### src/rtl/msx_ram.sv
// Generic single-write, single-read synchronous RAM with registered read data.
// Read data holds when the read enable is low. No dependencies.
module msx_ram #(
    parameter int WIDTH = 8,
    parameter int DEPTH = 16
) (
    input  logic                     clk,
    input  logic                     we,
    input  logic [$clog2(DEPTH)-1:0] waddr,
    input  logic [WIDTH-1:0]         wdata,
    input  logic                     re,
    input  logic [$clog2(DEPTH)-1:0] raddr,
    output logic [WIDTH-1:0]         rdata
);

    logic [WIDTH-1:0] mem [DEPTH];

    // Write port
    always_ff @(posedge clk) begin
        if (we) begin
            mem[waddr] <= wdata;
        end
    end

    // Registered read port, returns old data on a same-address write
    always_ff @(posedge clk) begin
        if (re) begin
            rdata <= mem[raddr];
        end
    end

endmodule

### config.mk
export PLATFORM = sky130hd
export DESIGN_NAME = msx_ram
export DESIGN_NICKNAME = d
export VERILOG_FILES = /design/src/rtl/msx_ram.sv
export SDC_FILE = /design/constraint.sdc
export NUM_CORES = 1
export LEC_CHECK = 0
export ABC_AREA = 1
export BUFFER_PORTS_ARGS = -buffer_cell sky130_fd_sc_hd__buf_2
export CAP_MARGIN = 10
export CORE_MARGIN = 5
export CORE_UTILIZATION = 53
export DETAILED_ROUTE_END_ITERATION = 10
export PLACE_DENSITY = 0.73
export SETUP_SLACK_MARGIN = 0.3
export SYNTH_ARGS = -nofsm -noshare
export SYNTH_HDL_FRONTEND = slang
export SYNTH_SLANG_ARGS = --single-unit
export TNS_END_PERCENT = 5
### constraint.sdc
create_clock -name clk -period 1.4 [get_ports clk]
set_input_delay 0.42 -clock clk [delete_from_list [all_inputs] [get_ports clk]]
set_output_delay 0.42 -clock clk [all_outputs]
set_load 0.02 [all_outputs]
==> flow_metrics.py, run 1 <==
metrics = {
    "place": {
        "place.gp.congestion": 0.834,
        "port-buffer-count": 26,
        "dp_cells": 721,
        "dp_worst_setup_slack_ns": -0.196,
        "hpwl_um": 8190,
    },
    "synthesis": {
        "yosysSeqAreaShare": 0.698,
        "synthSimpleGateAreaFrac": 0.208,
        "synthDistinctLibCells": 11,
        "synth-xor-area-share": 0,
        "synth_compound_area_frac": 0,
        "synth.avg_cell_area_um2": 10.6,
        "syn_nets": 570,
        "muxShareOfSynthArea": 0,
        "synth_warnings": 0,
        "syn-cell-area_mm2": 0.00585,
        "syn_inst": 551,
        "synth-adder-area-share": 0,
        "synth_seq_cells": 136,
        "synth_top_family_by_area": "simple AND/OR/NAND/NOR gates",
    },
    "route": {
        "via_count": 3998,
        "routed_wl_um": 13300,
        "drt_iter0_markers": 387,
        "post_drt_wl_per_cell_um": 17.7,
        "final_antenna_net_count": 0,
        "vias_per_cell": 5.31,
        "first_pass_iters": 5,
        "drc": 0,
    },
    "clock_network": {
        "htreeDepth": 4,
        "clk_pin_slew_ns": 0.06,
        "cts_sinks": 136,
        "cts_root_buf": "clkbuf_8",
        "cts-buffers-inserted": 17,
        "cts_tree": "yes",
        "clock_latency_ns": 0.52,
        "clockBufferDepth": 2,
        "holdBufCountCts": 0,
        "post_cts_buffers": 0,
    },
    "pwr": {
        "p_leak_nw": 3.05,
        "powerDensity_mw_per_mm2": 1290,
        "ir_drop_mv": 0.790,
        "totalPowerFinal_w": 0.00922,
    },
    "timing": {
        "relSlewSlack": 0.692,
        "worst_slew_pin_slew_ns": 0.461,
        "holdWs_ns": 0.253,
        "fin_crit_ns": 1.53,
        "worst_slack_ns": -0.127,
        "rsz0062_at_grt": "yes",
        "setup_viol": 8,
        "min_period_over_period": 1.09,
        "finalClockSkew_ns": 0.00946,
        "max_freq_mhz": 655,
        "final-max-slew-violation-count": 0,
        "finalHoldViolCount": 0,
    },
    "critical_path": {
        "crit_path_end_kind": "output pin",
        "worst_r2r_endpoint": "rdata[0]$_DFFE_PP_",
        "path_cells": "buf_2",
        "ff2ff_path_depth": 6,
        "setup.worst_path.start_class": "flop",
        "r2r_slack_ns": 0.28,
        "critical_path_class": "flop to output pin",
        "worstPathRequired_ns": 0.98,
        "cpPeakStageDelay_ns": 0.40,
        "timing.critical_path.fanout_max": 1,
        "path_delay_family": "flip-flops",
        "critPathBufInv": 1,
        "cp_slowest_cell": "edfxtp_1",
        "r2r_start": "mem[7][0]$_DFFE_PP_",
        "worstPathArrival_ns": 1.11,
    },
    "die": {
        "fp-row-count": 38,
        "core_mm2": 0.0108,
        "dieArea_mm2": 0.0132,
        "start_util": 0.539,
        "die_height_um": 115,
        "ios": 27,
        "die-width_um": 115,
    },
    "run_status": {
        "status": "complete, but fails checks",
        "failed_checks": "setup timing",
    },
    "global_routing": {
        "antenna_found_initial": 0,
        "grt_pass1_vias": 3935,
        "grt_use_total": 0.210,
        "grt_max_degree": 40,
        "overflow": 0,
        "grt_pass1_wl_um": 20400,
    },
    "flow_run": {
        "max_cap_viol_count": 0,
    },
    "finish": {
        "layout-drive-gt1-share": 0.238,
        "nFillCells": 804,
        "n_antenna_cell": 0,
        "area.growth.synth_to_final_pct": 22.4,
        "seq_area_mm2": 0.00408,
        "multi_input_area_mm2": 0.00149,
        "nets": 619,
        "instances_no_fill": 753,
    },
    "hold_path": {
        "min-delay-start": "re",
        "whs_path_depth": 1,
        "hp-class": "input port to flop",
        "hold_path_end": "rdata[3]$_DFFE_PP_",
    },
}
through the flow:
| step | util | TNS, ns | area (um2) |
|---|---|---|---|
| after floorplan | - | 0 | 5890 |
| after global placement | 0.590 | -3.42 | 6400 |
| after detailed placement | 0.590 | -6.17 | 6400 |
| after CTS | 0.643 | -0.736 | 6970 |
| after global routing | 0.660 | -0.915 | 7150 |
| final | 0.660 | -0.602 | 7150 |
timing repair:
action                     4_1_cts  5_1_grt
gates resized for setup         12       41
setup endpoints to repair       13       16
pin swaps                        2       30
cells in the mapped netlist, drive strengths merged:
| master | number | area [um2] |
|---|---|---|
| nand2 | 173 | 649 |
| inv | 102 | 383 |
| edfxtp | 136 | 4080 |
| nand3b | 2 | 15.0 |
| nand3 | 97 | 485 |
| buf | 24 | 166 |
| nor2 | 17 | 63.8 |
how the worst max path moves through the flow:
| stage | startpoint | end | slack, ns | depth (start not counted) |
|---|---|---|---|---|
| CTS | rdata[7]$_DFFE_PP_ | rdata[7] | -0.12 | 1 |
| global placement | raddr[0] | rdata[6]$_DFFE_PP_ | -0.17 | 8 |
| detailed placement | raddr[0] | rdata[5]$_DFFE_PP_ | -0.20 | 8 |
| global route | rdata[2]$_DFFE_PP_ | rdata[2] | -0.15 | 1 |
| floorplan | waddr[2] | mem[10][0]$_DFFE_PP_ | 0.11 | 2 |
| finish | rdata[2]$_DFFE_PP_ | rdata[2] | -0.13 | 1 |
metal layers:
metal | vias up | GRT usage | wire, um
li1 | 1882 | - | -
met1 | 1897 | 0.259 | 5080
met2 | 189 | 0.344 | 6810
met3 | 30 | 0.0616 | 1110
met4 | 0 | 0.0978 | 332
met5 | - | 0 | 0
logic make-up (layout without fill, tap and decap cells):
family	count (synthesis)	after routing
AND/OR/NAND/NOR	289	289
buffers and inverters	126	188
flip-flops	136	136
area by class of cell:
| class | count | area share |
|---|---|---|
| well taps | 140 | 0.0245 |
| repair buffers | 54 | 0.0712 |
| clock buffers | 23 | 0.0610 |
| flip-flops and latches | 136 | 0.571 |
| multi-input cells | 289 | 0.208 |
| clock inverters | 9 | 0.0108 |
| inverters | 102 | 0.0535 |
registers in the layout (all words and copies together) (netlist names):
name,count
mem,128
rdata,8
cells in the final DEF, fill, tap and decap left out, drive strengths merged:
| master | instances |
|---|---|
| buf | 54 |
| bufinv | 1 |
| clkbuf | 23 |
| clkinv | 6 |
| clkinvlp | 2 |
| edfxtp | 136 |
| inv | 102 |
| nand2 | 173 |
| nand3 | 97 |
| nand3b | 2 |
| nor2 | 17 |
power by group:
part           internal (W)  switching (W)  total, W
Combinational      0.000230       0.000471  0.000701
Clock               0.00233        0.00158   0.00391
Sequential          0.00459      0.0000240   0.00461
Total               0.00715        0.00207   0.00922
Power figures use the tool's default switching activity.
==> run 2: changes to the inputs <==
--- a/config.mk
+++ b/config.mk
@@ -6,12 +6,12 @@
 export NUM_CORES = 1
 export LEC_CHECK = 0
 export ABC_AREA = 1
-export BUFFER_PORTS_ARGS = -buffer_cell sky130_fd_sc_hd__buf_2
 export CAP_MARGIN = 10
 export CORE_MARGIN = 5
 export CORE_UTILIZATION = 53
 export DETAILED_ROUTE_END_ITERATION = 10
-export PLACE_DENSITY = 0.73
+export DONT_BUFFER_PORTS = 1
+export PLACE_DENSITY = 0.71
 export SETUP_SLACK_MARGIN = 0.3
 export SYNTH_ARGS = -nofsm -noshare
 export SYNTH_HDL_FRONTEND = slang
==> run 2 against run 1 <==
The flow still finishes with violations (setup timing). Count of clock-buffer cells in the layout shrank 5. Wire length increased by 2.8%. Power grew 1.2%. Clock skew is 0.0021 ns lower.
==> flow_metrics.py, run 2 (synthesis gave the netlist of run 1 again) <==
metrics = {
    "route": {
        "drc": 0,
        "routed_wl_um": 13700,
        "via_count": 3943,
        "post_drt_wl_per_cell_um": 18.7,
        "drt_iter0_markers": 348,
        "first_pass_iters": 5,
        "final_antenna_net_count": 0,
        "vias_per_cell": 5.38,
    },
    "finish": {
        "final_area_mm2": 0.00712,
        "n_antenna_cell": 0,
        "final_common_cell": "nand2_1",
        "largest_register_ffs": 128,
        "layout-drive-gt1-share": 0.207,
        "nets": 599,
        "area.growth.synth_to_final_pct": 21.7,
        "largest-register": "mem",
        "fin_util": 0.656,
        "final_cell_mix": "170 x nand2_1, 136 x edfxtp_1, 98 x inv_1, 51 x nand3_1, 45 x nand3_2",
        "largestRegisters": "mem: 128 flops, rdata: 8 flops",
    },
    "place": {
        "hpwl_um": 8130,
        "place_area_mm2": 0.00621,
        "port-buffer-count": 0,
        "place.gp.congestion": 0.845,
    },
    "critical_path": {
        "crit_path_end_kind": "output pin",
        "ff2ff_path_depth": 6,
        "timing.critical_path.fanout_max": 1,
        "setup.worst_path.start_class": "flop",
        "worstPathArrival_ns": 1.03,
        "worstPathRequired_ns": 0.98,
        "cp.depth": 0,
        "critical_path_class": "flop to output pin",
    },
    "die": {
        "dieArea_mm2": 0.0132,
        "fp-row-count": 38,
        "die_height_um": 115,
        "start_util": 0.539,
        "core_mm2": 0.0108,
        "ios": 27,
        "die-width_um": 115,
    },
    "global_routing": {
        "grt_use_total": 0.217,
        "antenna_found_initial": 0,
        "grt_pass1_wl_um": 20900,
        "overflow": 0,
        "grt_pass1_vias": 3899,
        "grt_max_degree": 66,
    },
    "timing": {
        "worst_slew_pin_slew_ns": 0.802,
        "rsz0062_at_grt": "yes",
        "tns_ns": -0.278,
        "final-max-slew-violation-count": 0,
        "setup_viol": 8,
        "worst_slack_ns": -0.0496,
        "min_period_over_period": 1.04,
        "max_freq_mhz": 690,
        "finalClockSkew_ns": 0.00732,
        "relSlewSlack": 0.465,
        "fin_crit_ns": 1.45,
        "finalHoldViolCount": 0,
    },
    "clock_network": {
        "cts_tree": "yes",
        "cts_sinks": 136,
        "clock_latency_ns": 0.52,
        "cts-buffers-inserted": 17,
        "htreeDepth": 4,
        "cts_root_buf": "clkbuf_8",
        "post_cts_buffers": 0,
        "clk_pin_slew_ns": 0.06,
        "clockBufferDepth": 2,
    },
    "pwr": {
        "powerDensity_mw_per_mm2": 1310,
        "ir_drop_mv": 0.863,
        "p_leak_nw": 3.05,
    },
    "run_status": {
        "status": "complete, but fails checks",
        "failed_checks": "setup timing",
    },
    "hold_path": {
        "hp-class": "input port to flop",
        "whs_path_depth": 2,
    },
    "flow_run": {
        "max_cap_viol_count": 0,
    },
}
[run 2: final cells by class]
cell class              count  area (um2)
well taps                 140         175
flip-flops and latches    136        4080
clock inverters            14         134
multi-input cells         289        1500
repair buffers             34         423
clock buffers              18         418
fillers                   817        3720
inverters                 102         383
[run 2: where the power goes]
group / switching [W] / total, W / internal, W
sequential: 0.0000532 / 0.00464 / 0.00459
combinational: 0.000362 / 0.000562 / 0.000200
clock: 0.00163 / 0.00413 / 0.00250
total: 0.00204 / 0.00934 / 0.00729
[run 2: per-layer routing]
metal	wire length, um	up-vias	track usage	part of all wire
li1	-	1839	-	-
met1	5530	1902	0.275	0.40
met2	6840	176	0.350	0.50
met3	969	26	0.0532	0.071
met4	371	0	0.104	0.027
met5	0	-	0	0
[run 2: metrics by stage]
step                      hold WS [ns]  cells  power, W  setup WS (ns)
after floorplan                  0.519    551   0.00505          0.106
after global placement           0.520    692   0.00512        -0.0658
after detailed placement         0.520    692   0.00513        -0.0752
after CTS                       0.0836    733   0.00935        -0.0776
after global routing             0.115    733   0.00963        -0.0706
final                            0.116    733   0.00934        -0.0496
[run 2: path summary, 6_finish.rpt]
path / startpoint / to / slack (ns)
worst max-delay path: rdata[6]$_DFFE_PP_ / rdata[6] / -0.05
worst min-delay path: raddr[3] / rdata[5]$_DFFE_PP_ / 0.12
worst max register to register: mem[6][1]$_DFFE_PP_ / rdata[1]$_DFFE_PP_ / 0.27
worst min register to register: mem[10][6]$_DFFE_PP_ / rdata[6]$_DFFE_PP_ / 0.75
[run 2: repair_timing]
| action | CTS | global route |
|---|---|---|
| setup endpoints to repair | 14 | 144 |
| resized for setup | 9 | 50 |
| hold endpoints to repair | 136 | 0 |
| pin swaps | 1 | 27 |
| hold buffers | 9 | 0 |
